===== src/rtl/core/ptspi_pkg.sv =====
`timescale 1ns / 1ps

package ptspi_pkg;

    localparam int GAIN_FRAC_BITS = 8;
    localparam int PERIOD_WIDTH   = 16;

    localparam int GAIN_W = 10;
    localparam int CLK_W  = 24;
    localparam int SPD_W  = 8;
    localparam int ERR_W  = 8;
    localparam int DRV_W  = 8;
    localparam int ADDR_W = 4;
    localparam int DATA_W = 32;

    // accumulator: drive << frac plus two gain*error products, with headroom
    localparam int ACC_W = (((SPD_W + GAIN_FRAC_BITS) > (GAIN_W + ERR_W)) ?
                            (SPD_W + GAIN_FRAC_BITS) : (GAIN_W + ERR_W)) + 3;

    localparam int DIV_CNT_W = $clog2(CLK_W);
    localparam int MAC_CNT_W = $clog2(ERR_W);

    localparam logic [GAIN_W-1:0] KP_RESET    = GAIN_W'(102);
    localparam logic [GAIN_W-1:0] KPKI_RESET  = GAIN_W'(179);
    localparam logic [CLK_W-1:0]  CLK_RESET   = CLK_W'(250000);
    localparam logic [DRV_W-1:0]  DRIVE_RESET = DRV_W'(30);

    typedef enum logic [1:0] {
        REG_KP   = 2'd0,
        REG_KPKI = 2'd1,
        REG_CLK  = 2'd2
    } reg_idx_t;

    typedef struct packed {
        logic [SPD_W-1:0]        desired_speed;
        logic [PERIOD_WIDTH-1:0] period_count;
    } in_item_t;

    typedef struct packed {
        logic [DRV_W-1:0]        drive;
        logic [SPD_W-1:0]        speed;
        logic signed [ERR_W-1:0] speed_error;
        logic                    zero_period;
    } out_item_t;

    typedef struct packed {
        logic [GAIN_W-1:0] kp;
        logic [GAIN_W-1:0] kpki;
        logic [CLK_W-1:0]  clk;
    } cfg_t;

    typedef struct packed {
        logic                    start;
        logic [CLK_W-1:0]        dividend;
        logic [PERIOD_WIDTH-1:0] divisor;
    } div_cmd_t;

    typedef struct packed {
        logic             done;
        logic [SPD_W-1:0] quotient;
    } div_stat_t;

    typedef struct packed {
        logic                    start;
        logic signed [ERR_W-1:0] err;
        logic signed [ERR_W-1:0] last_err;
        logic [DRV_W-1:0]        last_drive;
        logic [GAIN_W-1:0]       kp;
        logic [GAIN_W-1:0]       kpki;
    } mac_cmd_t;

    typedef struct packed {
        logic             done;
        logic [DRV_W-1:0] drive;
    } mac_stat_t;

endpackage


===== src/rtl/core/ptspi_regs.sv =====
`timescale 1ns / 1ps

module ptspi_regs (
    input  logic                         aclk,
    input  logic                         aresetn,
    input  logic                         psel,
    input  logic                         penable,
    input  logic                         pwrite,
    input  logic [ptspi_pkg::ADDR_W-1:0] paddr,
    input  logic [ptspi_pkg::DATA_W-1:0] pwdata,
    output logic [ptspi_pkg::DATA_W-1:0] prdata,
    output logic                         pready,
    output ptspi_pkg::cfg_t              cfg
);

    logic [ptspi_pkg::GAIN_W-1:0] kp_reg;
    logic [ptspi_pkg::GAIN_W-1:0] kpki_reg;
    logic [ptspi_pkg::CLK_W-1:0]  clk_reg;
    logic [1:0]                   idx;
    logic                         wr_en;

    assign idx    = paddr[ptspi_pkg::ADDR_W-1:2];
    assign pready = 1'b1;
    assign wr_en  = psel && penable && pwrite && pready;

    always_ff @(posedge aclk) begin
        if (!aresetn) begin
            kp_reg   <= ptspi_pkg::KP_RESET;
            kpki_reg <= ptspi_pkg::KPKI_RESET;
            clk_reg  <= ptspi_pkg::CLK_RESET;
        end else if (wr_en) begin
            case (idx)
                ptspi_pkg::REG_KP:   kp_reg   <= pwdata[ptspi_pkg::GAIN_W-1:0];
                ptspi_pkg::REG_KPKI: kpki_reg <= pwdata[ptspi_pkg::GAIN_W-1:0];
                ptspi_pkg::REG_CLK:  clk_reg  <= pwdata[ptspi_pkg::CLK_W-1:0];
                default: ;
            endcase
        end
    end

    always_comb begin
        case (idx)
            ptspi_pkg::REG_KP:   prdata = ptspi_pkg::DATA_W'(kp_reg);
            ptspi_pkg::REG_KPKI: prdata = ptspi_pkg::DATA_W'(kpki_reg);
            ptspi_pkg::REG_CLK:  prdata = ptspi_pkg::DATA_W'(clk_reg);
            default:             prdata = '0;
        endcase
    end

    assign cfg.kp   = kp_reg;
    assign cfg.kpki = kpki_reg;
    assign cfg.clk  = clk_reg;

endmodule


===== src/rtl/core/ptspi_div.sv =====
`timescale 1ns / 1ps

// Restoring divider, one quotient bit per cycle, dividend shifted in MSB first.
// Only the low byte of the quotient is kept; anything above it saturates.
module ptspi_div (
    input  logic                 aclk,
    input  logic                 aresetn,
    input  ptspi_pkg::div_cmd_t  cmd,
    output ptspi_pkg::div_stat_t stat
);

    typedef enum logic {DV_IDLE, DV_RUN} dv_state_t;

    dv_state_t                          state_reg, state_next;
    logic [ptspi_pkg::DIV_CNT_W-1:0]    cnt_reg, cnt_next;
    logic [ptspi_pkg::CLK_W-1:0]        dvd_reg, dvd_next;
    logic [ptspi_pkg::PERIOD_WIDTH-1:0] dsr_reg, dsr_next;
    logic [ptspi_pkg::PERIOD_WIDTH-1:0] rem_reg, rem_next;
    logic [ptspi_pkg::SPD_W-1:0]        q_reg, q_next;
    logic                               ovf_reg, ovf_next;
    logic                               done_reg, done_next;
    logic [ptspi_pkg::SPD_W-1:0]        quot_reg, quot_next;

    logic [ptspi_pkg::PERIOD_WIDTH:0]   trial;
    logic [ptspi_pkg::PERIOD_WIDTH:0]   diff;
    logic                               qbit;

    always_comb begin
        trial = {rem_reg, dvd_reg[ptspi_pkg::CLK_W-1]};
        diff  = trial - {1'b0, dsr_reg};
        qbit  = !diff[ptspi_pkg::PERIOD_WIDTH];

        state_next = state_reg;
        cnt_next   = cnt_reg;
        dvd_next   = dvd_reg;
        dsr_next   = dsr_reg;
        rem_next   = rem_reg;
        q_next     = q_reg;
        ovf_next   = ovf_reg;
        done_next  = 1'b0;
        quot_next  = quot_reg;

        case (state_reg)
            DV_IDLE: begin
                if (cmd.start) begin
                    state_next = DV_RUN;
                    cnt_next   = ptspi_pkg::DIV_CNT_W'(ptspi_pkg::CLK_W - 1);
                    dvd_next   = cmd.dividend;
                    dsr_next   = cmd.divisor;
                    rem_next   = '0;
                    q_next     = '0;
                    ovf_next   = 1'b0;
                end
            end
            DV_RUN: begin
                rem_next = qbit ? diff[ptspi_pkg::PERIOD_WIDTH-1:0]
                                : trial[ptspi_pkg::PERIOD_WIDTH-1:0];
                dvd_next = {dvd_reg[ptspi_pkg::CLK_W-2:0], 1'b0};
                q_next   = {q_reg[ptspi_pkg::SPD_W-2:0], qbit};
                // a one pushed out of the byte means quotient > 255
                ovf_next = ovf_reg | q_reg[ptspi_pkg::SPD_W-1];
                cnt_next = cnt_reg - 1'b1;
                if (cnt_reg == '0) begin
                    state_next = DV_IDLE;
                    done_next  = 1'b1;
                    quot_next  = ovf_next ? {ptspi_pkg::SPD_W{1'b1}} : q_next;
                end
            end
            default: state_next = DV_IDLE;
        endcase
    end

    always_ff @(posedge aclk) begin
        if (!aresetn) begin
            state_reg <= DV_IDLE;
            done_reg  <= 1'b0;
        end else begin
            state_reg <= state_next;
            done_reg  <= done_next;
        end
        cnt_reg  <= cnt_next;
        dvd_reg  <= dvd_next;
        dsr_reg  <= dsr_next;
        rem_reg  <= rem_next;
        q_reg    <= q_next;
        ovf_reg  <= ovf_next;
        quot_reg <= quot_next;
    end

    assign stat.done     = done_reg;
    assign stat.quotient = quot_reg;

endmodule


===== src/rtl/core/ptspi_mac.sv =====
`timescale 1ns / 1ps

// Serial PI update: one bit of both errors per cycle, LSB first.
// acc = (last_drive << frac) + kpki*err - kp*last_err; the error MSB carries
// negative weight, so its step subtracts.
module ptspi_mac (
    input  logic                 aclk,
    input  logic                 aresetn,
    input  ptspi_pkg::mac_cmd_t  cmd,
    output ptspi_pkg::mac_stat_t stat
);

    localparam int AW = ptspi_pkg::ACC_W;
    localparam int FB = ptspi_pkg::GAIN_FRAC_BITS;
    localparam int DW = ptspi_pkg::DRV_W;
    localparam int EW = ptspi_pkg::ERR_W;

    typedef enum logic [1:0] {MC_IDLE, MC_RUN, MC_FIN} mc_state_t;

    mc_state_t                       state_reg, state_next;
    logic [ptspi_pkg::MAC_CNT_W-1:0] cnt_reg, cnt_next;
    logic signed [AW-1:0]            acc_reg, acc_next;
    logic [AW-1:0]                   a_reg, a_next;
    logic [AW-1:0]                   b_reg, b_next;
    logic [EW-1:0]                   e_reg, e_next;
    logic [EW-1:0]                   l_reg, l_next;
    logic                            done_reg, done_next;
    logic [DW-1:0]                   drive_reg, drive_next;

    logic signed [AW-1:0]            term;

    always_comb begin
        term = $signed(e_reg[0] ? a_reg : {AW{1'b0}})
             - $signed(l_reg[0] ? b_reg : {AW{1'b0}});

        state_next = state_reg;
        cnt_next   = cnt_reg;
        acc_next   = acc_reg;
        a_next     = a_reg;
        b_next     = b_reg;
        e_next     = e_reg;
        l_next     = l_reg;
        done_next  = 1'b0;
        drive_next = drive_reg;

        case (state_reg)
            MC_IDLE: begin
                if (cmd.start) begin
                    state_next = MC_RUN;
                    cnt_next   = '0;
                    acc_next   = {{(AW - DW - FB){1'b0}}, cmd.last_drive, {FB{1'b0}}};
                    a_next     = {{(AW - ptspi_pkg::GAIN_W){1'b0}}, cmd.kpki};
                    b_next     = {{(AW - ptspi_pkg::GAIN_W){1'b0}}, cmd.kp};
                    e_next     = cmd.err;
                    l_next     = cmd.last_err;
                end
            end
            MC_RUN: begin
                acc_next = (cnt_reg == ptspi_pkg::MAC_CNT_W'(EW - 1)) ? acc_reg - term
                                                                      : acc_reg + term;
                a_next   = {a_reg[AW-2:0], 1'b0};
                b_next   = {b_reg[AW-2:0], 1'b0};
                e_next   = {1'b0, e_reg[EW-1:1]};
                l_next   = {1'b0, l_reg[EW-1:1]};
                cnt_next = cnt_reg + 1'b1;
                if (cnt_reg == ptspi_pkg::MAC_CNT_W'(EW - 1)) begin
                    state_next = MC_FIN;
                end
            end
            MC_FIN: begin
                state_next = MC_IDLE;
                done_next  = 1'b1;
                if (acc_reg[AW-1]) begin
                    drive_next = '0;
                end else if (|acc_reg[AW-2:FB+DW]) begin
                    drive_next = {DW{1'b1}};
                end else begin
                    drive_next = acc_reg[FB+DW-1:FB];
                end
            end
            default: state_next = MC_IDLE;
        endcase
    end

    always_ff @(posedge aclk) begin
        if (!aresetn) begin
            state_reg <= MC_IDLE;
            done_reg  <= 1'b0;
        end else begin
            state_reg <= state_next;
            done_reg  <= done_next;
        end
        cnt_reg   <= cnt_next;
        acc_reg   <= acc_next;
        a_reg     <= a_next;
        b_reg     <= b_next;
        e_reg     <= e_next;
        l_reg     <= l_next;
        drive_reg <= drive_next;
    end

    assign stat.done  = done_reg;
    assign stat.drive = drive_reg;

endmodule


===== src/rtl/core/period_to_speed_pi_controller_top.sv =====
`timescale 1ns / 1ps

// Period-to-speed PI controller. Each input transfer carries a setpoint and a
// captured timer period; the block divides clock_over_speed by the period
// (bit-serial divider), saturates speed at 255, forms the signed byte error and
// runs a serial velocity-form PI step (one error bit per cycle) that saturates
// the drive to 0..255. A zero period skips the divider. One item is worked at
// a time; s_ready is high only while the sequencer is idle, and the output
// register lets a new item start while a result waits for m_ready.
// Registers sit on the APB port at 0x0 (kp), 0x4 (kp+ki), 0x8 (clock constant).
module period_to_speed_pi_controller_top (
    input  logic                         aclk,
    input  logic                         aresetn,
    input  logic                         s_valid,
    output logic                         s_ready,
    input  ptspi_pkg::in_item_t          s_data,
    output logic                         m_valid,
    input  logic                         m_ready,
    output ptspi_pkg::out_item_t         m_data,
    input  logic                         psel,
    input  logic                         penable,
    input  logic                         pwrite,
    input  logic [ptspi_pkg::ADDR_W-1:0] paddr,
    input  logic [ptspi_pkg::DATA_W-1:0] pwdata,
    output logic [ptspi_pkg::DATA_W-1:0] prdata,
    output logic                         pready
);

    typedef enum logic [2:0] {ST_IDLE, ST_DIV, ST_ERR, ST_MAC, ST_OUT} st_t;

    ptspi_pkg::cfg_t      cfg;
    ptspi_pkg::div_cmd_t  div_cmd;
    ptspi_pkg::div_stat_t div_stat;
    ptspi_pkg::mac_cmd_t  mac_cmd;
    ptspi_pkg::mac_stat_t mac_stat;

    st_t                                 state_reg;
    logic [ptspi_pkg::SPD_W-1:0]         desired_reg;
    logic [ptspi_pkg::SPD_W-1:0]         speed_reg;
    logic                                zero_reg;
    logic signed [ptspi_pkg::ERR_W-1:0]  err_reg;
    logic [ptspi_pkg::DRV_W-1:0]         drive_reg;
    logic signed [ptspi_pkg::ERR_W-1:0]  last_err_reg;
    logic [ptspi_pkg::DRV_W-1:0]         last_drive_reg;
    logic                                m_valid_reg;
    ptspi_pkg::out_item_t                m_data_reg;

    logic                                s_xfer;
    logic                                period_zero;
    logic [ptspi_pkg::SPD_W:0]           diff;
    logic signed [ptspi_pkg::ERR_W-1:0]  err_next;
    logic                                out_free;

    ptspi_regs u_regs (
        .aclk    (aclk),
        .aresetn (aresetn),
        .psel    (psel),
        .penable (penable),
        .pwrite  (pwrite),
        .paddr   (paddr),
        .pwdata  (pwdata),
        .prdata  (prdata),
        .pready  (pready),
        .cfg     (cfg)
    );

    ptspi_div u_div (
        .aclk    (aclk),
        .aresetn (aresetn),
        .cmd     (div_cmd),
        .stat    (div_stat)
    );

    ptspi_mac u_mac (
        .aclk    (aclk),
        .aresetn (aresetn),
        .cmd     (mac_cmd),
        .stat    (mac_stat)
    );

    assign s_ready     = (state_reg == ST_IDLE);
    assign s_xfer      = s_valid && s_ready;
    assign period_zero = (s_data.period_count == '0);
    assign out_free    = !m_valid_reg || m_ready;

    assign div_cmd.start    = s_xfer && !period_zero;
    assign div_cmd.dividend = cfg.clk;
    assign div_cmd.divisor  = s_data.period_count;

    // desired - speed fits 9 bits signed; clamp when bit 8 and bit 7 disagree
    always_comb begin
        diff = {1'b0, desired_reg} - {1'b0, speed_reg};
        if (diff[ptspi_pkg::SPD_W] != diff[ptspi_pkg::SPD_W-1]) begin
            err_next = diff[ptspi_pkg::SPD_W] ? {1'b1, {(ptspi_pkg::ERR_W-1){1'b0}}}
                                              : {1'b0, {(ptspi_pkg::ERR_W-1){1'b1}}};
        end else begin
            err_next = diff[ptspi_pkg::ERR_W-1:0];
        end
    end

    assign mac_cmd.start      = (state_reg == ST_ERR);
    assign mac_cmd.err        = err_next;
    assign mac_cmd.last_err   = last_err_reg;
    assign mac_cmd.last_drive = last_drive_reg;
    assign mac_cmd.kp         = cfg.kp;
    assign mac_cmd.kpki       = cfg.kpki;

    always_ff @(posedge aclk) begin
        if (!aresetn) begin
            state_reg      <= ST_IDLE;
            last_err_reg   <= '0;
            last_drive_reg <= ptspi_pkg::DRIVE_RESET;
            m_valid_reg    <= 1'b0;
        end else begin
            // ST_OUT reloads the output register itself
            if (m_valid_reg && m_ready && (state_reg != ST_OUT)) begin
                m_valid_reg <= 1'b0;
            end
            case (state_reg)
                ST_IDLE: begin
                    if (s_xfer) begin
                        desired_reg <= s_data.desired_speed;
                        zero_reg    <= period_zero;
                        speed_reg   <= '0;
                        state_reg   <= period_zero ? ST_ERR : ST_DIV;
                    end
                end
                ST_DIV: begin
                    if (div_stat.done) begin
                        speed_reg <= div_stat.quotient;
                        state_reg <= ST_ERR;
                    end
                end
                ST_ERR: begin
                    err_reg   <= err_next;
                    state_reg <= ST_MAC;
                end
                ST_MAC: begin
                    if (mac_stat.done) begin
                        drive_reg <= mac_stat.drive;
                        state_reg <= ST_OUT;
                    end
                end
                ST_OUT: begin
                    if (out_free) begin
                        m_data_reg.drive       <= drive_reg;
                        m_data_reg.speed       <= speed_reg;
                        m_data_reg.speed_error <= err_reg;
                        m_data_reg.zero_period <= zero_reg;
                        m_valid_reg            <= 1'b1;
                        last_err_reg           <= err_reg;
                        last_drive_reg         <= drive_reg;
                        state_reg              <= ST_IDLE;
                    end
                end
                default: state_reg <= ST_IDLE;
            endcase
        end
    end

    assign m_valid = m_valid_reg;
    assign m_data  = m_data_reg;

endmodule


===== config.mk =====
export PLATFORM = sky130hd
export DESIGN_NAME = period_to_speed_pi_controller_top
export DESIGN_NICKNAME = d
export VERILOG_FILES = /design/src/rtl/core/ptspi_pkg.sv /design/src/rtl/core/ptspi_regs.sv /design/src/rtl/core/ptspi_div.sv /design/src/rtl/core/ptspi_mac.sv /design/src/rtl/core/period_to_speed_pi_controller_top.sv
export SDC_FILE = /design/constraint.sdc
export NUM_CORES = 1
export LEC_CHECK = 0
export ABC_AREA = 1
export ABC_CLOCK_PERIOD_IN_PS = 5600
export BUFFER_PORTS_ARGS = -buffer_cell sky130_fd_sc_hd__buf_2
export CAP_MARGIN = 20
export CORE_MARGIN = 2
export CORE_UTILIZATION = 54
export CTS_CLUSTER_SIZE = 12
export DETAILED_ROUTE_END_ITERATION = 10
export PLACE_DENSITY = 0.73
export SETUP_SLACK_MARGIN = 0.1
export SYNTH_ARGS = -nofsm -noshare
export SYNTH_HDL_FRONTEND = slang
export SYNTH_SLANG_ARGS = --single-unit

===== constraint.sdc =====
create_clock -name aclk -period 5.6 [get_ports aclk]
set_clock_uncertainty 0.05 [all_clocks]
set_input_delay 0.56 -clock aclk [delete_from_list [all_inputs] [get_ports aclk]]
set_output_delay 0.56 -clock aclk [all_outputs]
set_load 0.005 [all_outputs]

==> results.md, run 1 <==
- Final core utilization: 61.94%
- Fin crit share: 88.72%
- Drt first pass iters: 6
- Antenna-violating nets left: 0
- GPL Wtd Cong: 0.8840
- Clock sink count: 295
- CTS-repair resized insts: 0
- PortBufs: 107
- Most used cell, CP: nand2_1
- Crit path max fanout: 13
- Hold/Removal Path Class: input port to register
- I/O pins: 127
- Core Region: 27,860 µm²
- Clock slew at reported path FFs: 0.06 ns
- FF-to-FF Start: u_mac.l_reg[0]$_DFFE_PP_
- R2r setup slk: 0.63 ns
- HP Start: s_data[17]
- Iter 0 DRT Violations: 812
- Later-pin clock latency in the skew report: 0.57 ns
- RSZ-0062 raised after global routing: false
- Hold EP: desired_reg[1]$_DFFE_PP_
- Vias in the first global route: 11,170
- Area fraction of the dominant cell type after synthesis: 44.19%
- Cell Count, Final, Fillers Out: 2,257
- Total CTS buffers: 31
- Hold Vio Cnt, Final: 0
- Die Wd: 172.6 µm
- Count of flip-flops with a built-in enable after synthesis: 226
- Final setup fails: 0
- Mux cell area share after synthesis: 0%
- Hold path cells: 1
- Largest net degree at the start of global routing: 83
- Final Max Tran Viols: 0
- Die height: 172.6 µm
- Fillcell total: 2,336
- Crit start category: register
- Top cells by area, synth: edfxtp_1, nand2_1, dfxtp_1
- WL final: 30.47 mm
- Inserted Diodes: 0
- FF+latch count, synth: 295
- CP peak stage delay: 0.66 ns
- CP required: 5.88 ns
- Gr usage total: 20.12%
- Mapped Area: 15,360 µm²
- Ys async rst share: 0%
- Worst-margin pin slew: 1.036 ns
- Compound-gate portion of the synthesized area: 10.39%
- CP max-delay cell: edfxtp_1
- Synth area leader: edfxtp_1
- H-tree depth: 1
- Initial antenna violation count: 0
- Synth Area in Simple Gates: 19.60%
- CTS root buffer: clkbuf_16
- Slew margin rel.: 30.76%
- Hpwl dp: 21.35 mm
- CP Capture Type: register
- GR Overflow Total: 0
- Seq/Total Area, Yosys: 53.19%
- Ys Warns: 0
- Max cap viols: 0
- Area delta synth->final: 12.37%
- XOR/XNOR share of the synthesized area: 2.558%
- Nets: 1,993
- Worst reg2reg path depth: 28
- CTS tree: done
- Main combinational cell family by area after synthesis: simple AND/OR/NAND/NOR gates
- Worst endpoint data arrival time: 5.24 ns
- Minimum clock period: 4.968 ns
- Clock tree buffer depth: 3
- Hold_buf cts: 0
- DIE AREA: 29,800 µm²
- Initial Util: 55.13%
- Top_reg_cell synth: edfxtp_1
- Mapped Cells: 1,753
- Reg-to-reg endpoint: u_mac.acc_reg[17]$_SDFFCE_PN0P_
- Remaining DRCs: 0
- Via count: 11,590
- Avg Inst Size Synth: 8.761 µm²
- Layout cell share with drive strength beyond 1: 10.91%
- WL/cell: 13.50 µm
- Number of core rows: 61
- F_max: 0.2013 GHz
- Global-route wire length before repair: 51.26 mm
- Unique masters post-synth: 49
- Cells after DPL: 2,196
- Max reg flops: 25
- Status: finished, final reports clean
- Critical path class: register to register
- Adder-Cell Fraction of Synth Area: 6.062%
- Post-CTS Setup Inserts: 0
- Detailed-route vias per instance: 5.135
- Setup TNS: 0 ns
-- Yosys cell counts (2+ instances only) --
master,instances
a211oi_1,4
a21o_1,4
a21oi_1,111
a21oi_2,2
a31oi_1,7
and2_1,4
buf_1,3
buf_4,11
clkbuf_1,42
clkinv_1,4
conb_1,2
dfxtp_1,69
edfxtp_1,226
fa_1,4
ha_1,68
inv_1,257
inv_2,3
nand2_1,431
nand2_2,9
nand3_1,66
nand3_2,7
nand3b_1,3
nand4_1,16
nor2_1,158
nor2_2,6
nor2_4,2
nor3_1,9
nor4_1,5
o211ai_1,18
o21a_1,3
o21ai_0,125
o21ai_1,7
o21ai_2,2
o21bai_1,3
o31ai_1,3
or2_2,5
xnor2_1,15
xor2_1,28
-- worst max path at each step --
stage | start | endpoint
floorplan | u_mac.e_reg[0]$_DFFE_PP_ | u_mac.acc_reg[17]$_SDFFCE_PN0P_
global placement | u_mac.e_reg[0]$_DFFE_PP_ | u_mac.acc_reg[17]$_SDFFCE_PN0P_
detailed placement | u_mac.e_reg[0]$_DFFE_PP_ | u_mac.acc_reg[17]$_SDFFCE_PN0P_
CTS | u_mac.e_reg[0]$_DFFE_PP_ | u_mac.acc_reg[17]$_SDFFCE_PN0P_
global route | u_mac.l_reg[0]$_DFFE_PP_ | u_mac.acc_reg[17]$_SDFFCE_PN0P_
finish | u_mac.l_reg[0]$_DFFE_PP_ | u_mac.acc_reg[17]$_SDFFCE_PN0P_
-- layout make-up --
type	instances	area, µm²	area share [%]
well taps	378	473.0	2.741
clock inverters	5	43.79	0.2538
flip-flops and latches	295	8169	47.34
repair buffers	119	645.6	3.741
inverters	264	991.0	5.742
multi-input cells	1143	5983	34.67
clock buffers	53	950.9	5.510
-- placed cells by master (no fill, tap or decap), types with 4 or more instances in the layout --
| master | n |
|---|---|
| nand2_1 | 429 |
| inv_1 | 257 |
| edfxtp_1 | 226 |
| nor2_1 | 156 |
| o21ai_0 | 125 |
| a21oi_1 | 111 |
| buf_2 | 107 |
| ha_1 | 68 |
| dfxtp_1 | 68 |
| nand3_1 | 66 |
| clkbuf_16 | 33 |
| xor2_1 | 28 |
| o211ai_1 | 18 |
| nand4_1 | 16 |
| xnor2_1 | 15 |
| clkbuf_1 | 15 |
| buf_4 | 11 |
| nand2_2 | 10 |
| nor3_1 | 9 |
| conb_1 | 9 |
| nor2_2 | 7 |
| nand3_2 | 7 |
| o21ai_1 | 7 |
| a31oi_1 | 7 |
| nor4_1 | 5 |
| or2_2 | 5 |
| clkbuf_8 | 5 |
| clkinv_1 | 4 |
| and2_1 | 4 |
| a21o_1 | 4 |
| a211oi_1 | 4 |
| fa_1 | 4 |
-- kinds of logic (layout without fill, tap and decap cells) --
logic type / after synthesis / after routing
xor gates and xnor gates: 44 / 44
other: 2 / 9
adders and majority gates: 72 / 72
DFF: 295 / 295
and+or+nand+nor: 725 / 725
AOI/OAI and AO/OA: 293 / 293
buffers and inverters: 322 / 441
-- metal layers --
| layer | wire length (µm) | share of wire, % | track usage [%] | up-vias |
|---|---|---|---|---|
| li1 | - | - | - | 5962 |
| met1 | 13710 | 45 | 25.84 | 5316 |
| met2 | 14380 | 47 | 34.82 | 253 |
| met3 | 1660 | 5.4 | 3.584 | 58 |
| met4 | 716 | 2.4 | 6.125 | 0 |
| met5 | 0 | 0 | 0 | - |
-- per-stage QoR --
step / cell area, µm² / worst slack [ns] / hold slack (ns)
after floorplan: 15380 / 1.314 / 0.3503
after global placement: 16220 / 0.6437 / 0.3508
after detailed placement: 16220 / 0.5331 / 0.3545
after CTS: 17210 / 0.5185 / 0.09176
after global routing: 17260 / 0.1512 / 0.1006
final: 17260 / 0.6317 / 0.1181
-- worst max-delay path, delay by kind of cell, from the launching register on --
family,cells,cell delay (ns)
AO/OA/AOI/OAI,4,0.81
XOR/XNOR,2,0.45
adder cells (fa/ha/maj),3,1.02
buffers and inverters,4,0.30
flip-flops,1,0.66
AND/OR/NAND/NOR,15,1.42
Power of run 1 is left out: the tool's default activity adds up to more than one toggle a clock period on the data nets, which glitch-free logic cannot reach.
==> run 2, diff against run 1 <==
Settings changed: BUFFER_PORTS_ARGS -buffer_cell sky130_fd_sc_hd__buf_2 to default, DONT_BUFFER_PORTS from default to 1, PLACE_DENSITY 0.73 to 0.72.
==> run 2 against run 1 <==
- via count down 3.9%
- sequential cell count did not move
- final cell count shrank 4.8%
- design area shrank 3.3%
==> results.md, run 2 (synthesis results as in run 1) <==
- Status: finished, final reports clean
- CP peak stage delay: 0.74 ns (+0.08 ns)
- Largest net degree at the start of global routing: 83 (unchanged)
- Layout cell share with drive strength beyond 1: 5.537% (-5.4 points)
- Most used cell, CP: nand2_1
- Initial antenna violation count: 0 (unchanged)
- CP max-delay cell: edfxtp_1
- DIE AREA: 29,800 µm² (unchanged)
- Setup TNS: 0 ns (unchanged)
- Buf+Inv Stages, Crit Path: 5 (+1)
- Setup crit start: u_mac.e_reg[0]$_DFFE_PP_
- Worst-margin pin slew: 0.9679 ns (-0.06830 ns)
- Die height: 172.6 µm (unchanged)
- Commonest non-fill, non-tap cells in the layout: nand2_1, inv_1, edfxtp_1, nor2_1, o21ai_0
- Vias in the first global route: 10,350 (-7.4%)
- Number of core rows: 61 (unchanged)
- Crit path depth: 28 (unchanged)
- Iter 0 DRT Violations: 813 (+0.12%)
- Area delta synth->final: 8.620%
- Final setup fails: 0 (unchanged)
- Later-pin clock latency in the skew report: 0.56 ns (about the same)
- Antenna-violating nets left: 0 (unchanged)
- CTS tree: done
- Total CTS buffers: 31 (unchanged)
- Slew margin rel.: 35.32% (+4.6 points)
- Reg-to-reg endpoint: u_mac.acc_reg[17]$_SDFFCE_PN0P_
- Initial Util: 55.13% (unchanged)
- Worst endpoint data arrival time: 5.26 ns (+0.02 ns)
- H-tree depth: 1 (unchanged)
- PortBufs: 0 (-100%)
- Critical path class: register to register
- Core Region: 27,860 µm² (unchanged)
- Hold/Removal Path Class: input port to register
- Detailed-route vias per instance: 5.186 (+0.99%)
- GR Overflow Total: 0 (unchanged)
- HP Start: s_data[18]
- Clock tree buffer depth: 3 (unchanged)
- Post-CTS Setup Inserts: 0 (unchanged)
- Via count: 11,140 (-3.9%)
- WL/cell: 13.66 µm (+1.2%)
- Global-route wire length before repair: 49.18 mm (-4.1%)
- CP endpoint: u_mac.acc_reg[17]$_SDFFCE_PN0P_
- Clock slew at reported path FFs: 0.06 ns (about the same)
- WL final: 29.35 mm (-3.7%)
- Hold_buf cts: 0 (unchanged)
- CP Capture Type: register
- Fin crit share: 89.20% (+0.48 points)
- Crit path max fanout: 17 (+4)
- Hpwl dp: 20.80 mm (-2.6%)
- Commonest non-fill, non-tap cell in the layout: nand2_1
- F_max: 0.2002 GHz (-0.54%)
- Clock sink count: 295 (unchanged)
- R2r setup slk: 0.60 ns (-0.03 ns)
- I/O pins: 127 (unchanged)
- Crit start category: register
- CP required: 5.87 ns (about the same)
- Drt first pass iters: 5 (-1)
- Worst reg2reg path depth: 28 (unchanged)
- Remaining DRCs: 0 (unchanged)
- Nets: 1,885 (-5.4%)
- FF-to-FF Start: u_mac.e_reg[0]$_DFFE_PP_
- GPL Wtd Cong: 0.8545 (-3.3%)
- Max reg flops: 25 (unchanged)
- CTS root buffer: clkbuf_16
- Final Max Tran Viols: 0 (unchanged)
- CP top delay family: simple AND/OR/NAND/NOR gates
- Die Wd: 172.6 µm (unchanged)
- Hold Vio Cnt, Final: 0 (unchanged)
- RSZ-0062 raised after global routing: false
- Gr usage total: 19.45% (-0.68 points)
- Max cap viols: 0 (unchanged)
- Minimum clock period: 4.995 ns (+0.02692 ns)
- CTS-repair resized insts: 0 (unchanged)
- Inserted Diodes: 0 (unchanged)
==> run 2: area by class of cell <==
| cell class | instances | area (µm²) |
|---|---|---|
| Fill cell | 2440 | 11180 |
| Sequential cell | 295 | 8169 |
| Multi-Input combinational cell | 1143 | 5983 |
| Inverter | 264 | 991.0 |
| Clock buffer | 49 | 893.4 |
| Tap cell | 378 | 473.0 |
| Timing Repair Buffer | 11 | 98.84 |
| Clock inverter | 8 | 72.57 |
==> run 2: routing by layer <==
layer	GRT usage (%)	wire length [µm]	vias to the layer above
li1	-	-	5740
met1	26.09	13350	5132
met2	32.91	13820	224
met3	3.562	1524	43
met4	4.594	657	0
met5	0	0	-
==> run 2: worst min-delay path by stage <==
| stage | endpoint | slack [ns] | depth (start not counted) |
|---|---|---|---|
| global route | desired_reg[7]$_DFFE_PP_ | 0.02 | 0 |
| finish | desired_reg[2]$_DFFE_PP_ | 0.04 | 0 |
| floorplan | drive_reg[0]$_DFFE_PP_ | 0.35 | 0 |
| CTS | u_regs.kp_reg[6]$_SDFFE_PN1P_ | 0.02 | 1 |
| detailed placement | m_data[0]$_DFFE_PP_ | 0.36 | 0 |
| global placement | drive_reg[5]$_DFFE_PP_ | 0.35 | 0 |
==> run 2: worst reg2reg max path, delay by kind of cell, from the launching register on <==
family / cells / cell delay (ns)
simple gates: 14 / 1.35
flops: 1 / 0.74
compound gates: 4 / 0.81
buf+inv: 5 / 0.44
xor+xnor: 1 / 0.16
fa+ha+maj: 4 / 1.18
==> run 2: metrics by stage <==
step                      cells  cell area, µm²  hold WS [ns]  util, %  worst slack [ns]
after detailed placement   2089           15680        0.3557    56.30            0.6660
after CTS                  2146           16650       0.02107    59.77            0.6370
after global routing       2148           16680       0.02335    59.88            0.1412
after floorplan            1760           15380        0.3503        -             1.314
after global placement     2089           15680        0.3516    56.30            0.7539
final                      2148           16680       0.04493    59.88            0.6048
Power of run 2 is left out for the same reason.
==> run 3, diff against run 2 <==
Settings changed: CORE_UTILIZATION 54 to 50, PLACE_DENSITY 0.72 to 0.68.
==> run 3 against run 2 <==
- final cell count rose by 0.98%
- die area rose by 7.8%
- routed wire length fell by 0.28%
- first-iteration DRC count fell by 7.7%
- utilization fell by 4.7 points
- non-clock buffer count did not move
- clock-buffer cell count fell by 1
- worst setup slack improved by 0.20 ns
- sequential share of layout area fell by 0.36 points
- global-route usage fell by 0.74 points
- critical path type unchanged
==> results.md, run 3 (synthesis results as in run 1) <==
- GR Overflow Total: 0 (unchanged)
- Global-route wire length before repair: 49.20 mm (about the same)
- Initial antenna violation count: 1 (+1)
- Most used cell, CP: nand2_1
- Cell Count, Final, Fillers Out: 2,169 (+0.98%)
- I/O pins: 127 (unchanged)
- Setup TNS: 0 ns (unchanged)
- Max cap viols: 0 (unchanged)
- Crit path max fanout: 13 (-4)
- Final Max Tran Viols: 0 (unchanged)
- Remaining DRCs: 0 (unchanged)
- CP top delay family: simple AND/OR/NAND/NOR gates
- F_max: 0.2084 GHz (+4.1%)
- Core Region: 30,430 µm² (+9.2%)
- Hold_buf cts: 0 (unchanged)
- Clock slew at reported path FFs: 0.06 ns (about the same)
- Die height: 179.3 µm (+3.8%)
- Initial Util: 50.47% (-4.7 points)
- Buf+Inv Stages, Crit Path: 4 (-1)
- CP Capture Type: register
- Fillcell total: 2,740 (+12%)
- Layout cell share with drive strength beyond 1: 5.643% (+0.11 points)
- CTS-repair resized insts: 0 (unchanged)
- Storage cell area: 8169 µm² (unchanged)
- Multi-input gate area: 5983 µm² (unchanged)
- GPL Wtd Cong: 0.8609 (+0.75%)
- Hold Vio Cnt, Final: 0 (unchanged)
- CTS root buffer: clkbuf_16
- Hold/Removal Path Class: input port to register
- Fin crit share: 85.71% (-3.5 points)
- Final setup fails: 0 (unchanged)
- Later-pin clock latency in the skew report: 0.50 ns (-0.06 ns)
- H-tree depth: 2 (+1)
- Gr usage total: 18.71% (-0.74 points)
- Cell Area, Placed: 15,710 µm² (+0.19%)
- Die Wd: 179.3 µm (+3.8%)
- CP max-delay cell: edfxtp_1
- Status: finished, final reports clean
- Slew margin rel.: 35.48% (+0.16 points)
- Hpwl dp: 20.85 mm (+0.26%)
- Largest net degree at the start of global routing: 83 (unchanged)
- Commonest non-fill, non-tap cells in the layout: nand2_1, inv_1, edfxtp_1, nor2_1, o21ai_0
- Crit start category: register
- Iter 0 DRT Violations: 750 (-7.7%)
- Post-CTS Setup Inserts: 0 (unchanged)
- Clock tree buffer depth: 3 (unchanged)
- Area delta synth->final: 9.418%
- WL final: 29.27 mm (-0.28%)
- Commonest non-fill, non-tap cell in the layout: nand2_1
- Worst-margin pin slew: 0.9655 ns (-0.002365 ns)
- Minimum clock period: 4.800 ns (-0.1957 ns)
- R2r setup slk: 0.80 ns (+0.20 ns)
- Number of core rows: 64 (+4.9%)
- CP required: 5.80 ns (-0.07 ns)
- Antenna-violating nets left: 0 (unchanged)
- DIE AREA: 32,130 µm² (+7.8%)
- Cells after DPL: 2,108 (+0.91%)
- Vias in the first global route: 10,430 (+0.78%)
- RSZ-0062 raised after global routing: false
- PortBufs: 0 (unchanged)
- WL/cell: 13.49 µm (-1.2%)
- Max reg flops: 25 (unchanged)
- Total CTS buffers: 34 (+9.7%)
- CP peak stage delay: 0.65 ns (-0.09 ns)
- Worst endpoint data arrival time: 5.00 ns (-0.26 ns)
- Clock sink count: 295 (unchanged)
- CTS tree: done
- Design area: 16,800 µm² (+0.73%)
- Nets: 1,888 (+0.16%)
- Detailed-route vias per instance: 5.048 (-2.6%)
- Via count: 10,950 (-1.7%)
- Critical path class: register to register
- Drt first pass iters: 6 (+1)
run 3: cell types whose count changed in the layout (fill, tap and decap cells not counted), sizes merged:
cell,change
clkinvlp,+1
clkbuf,-1
inv,-2
clkinv,+3
bufinv,+1
diode,+1
run 3: worst reg2reg max path, delay by kind of cell (launching register included):
family / cells / cell delay [ns]
simple gates: 15 / 1.38
xor+xnor: 2 / 0.43
fa+ha+maj: 3 / 0.99
buf+inv: 4 / 0.28
flops: 1 / 0.65
compound gates: 4 / 0.76
run 3: cell type report:
class,instances,share of cell area (%)
flip-flops and latches,295,48.62
multi-input cells,1143,35.61
inverters,264,5.897
clock buffers,48,5.674
well taps,396,2.949
clock inverters,11,0.6776
repair buffers,11,0.5659
diodes,1,0.01489
run 3: path summary, 6_finish.rpt:
| path | startpoint | end | cells after the start |
|---|---|---|---|
| min reg2reg | u_mac.drive_reg[6]$_SDFFCE_PP0P_ | drive_reg[6]$_DFFE_PP_ | 0 |
| max | u_mac.l_reg[0]$_DFFE_PP_ | u_mac.acc_reg[17]$_SDFFCE_PN0P_ | 28 |
| min | s_data[23] | desired_reg[7]$_DFFE_PP_ | 0 |
| max reg2reg | u_mac.l_reg[0]$_DFFE_PP_ | u_mac.acc_reg[17]$_SDFFCE_PN0P_ | 28 |
run 3: through the flow:
stage               hold WS (ns)  setup WS (ns)  util (%)
detailed placement        0.3545         0.7528     51.64
finish                    0.1047         0.8005     55.22
CTS                      0.08146         0.7428     55.15
global route             0.07721         0.2044     55.22
floorplan                 0.3503          1.314         -
global placement          0.3515         0.7944     51.62
run 3: per-layer routing:
| layer | global-route usage, % | routed length, µm | share of wire, % |
|---|---|---|---|
| met1 | 24.80 | 13590 | 46 |
| met5 | 0 | 0 | 0 |
| met2 | 30.44 | 13150 | 45 |
| met3 | 4.262 | 1755 | 6.0 |
| met4 | 6.048 | 768 | 2.6 |
Power of run 3 is left out for the same reason.
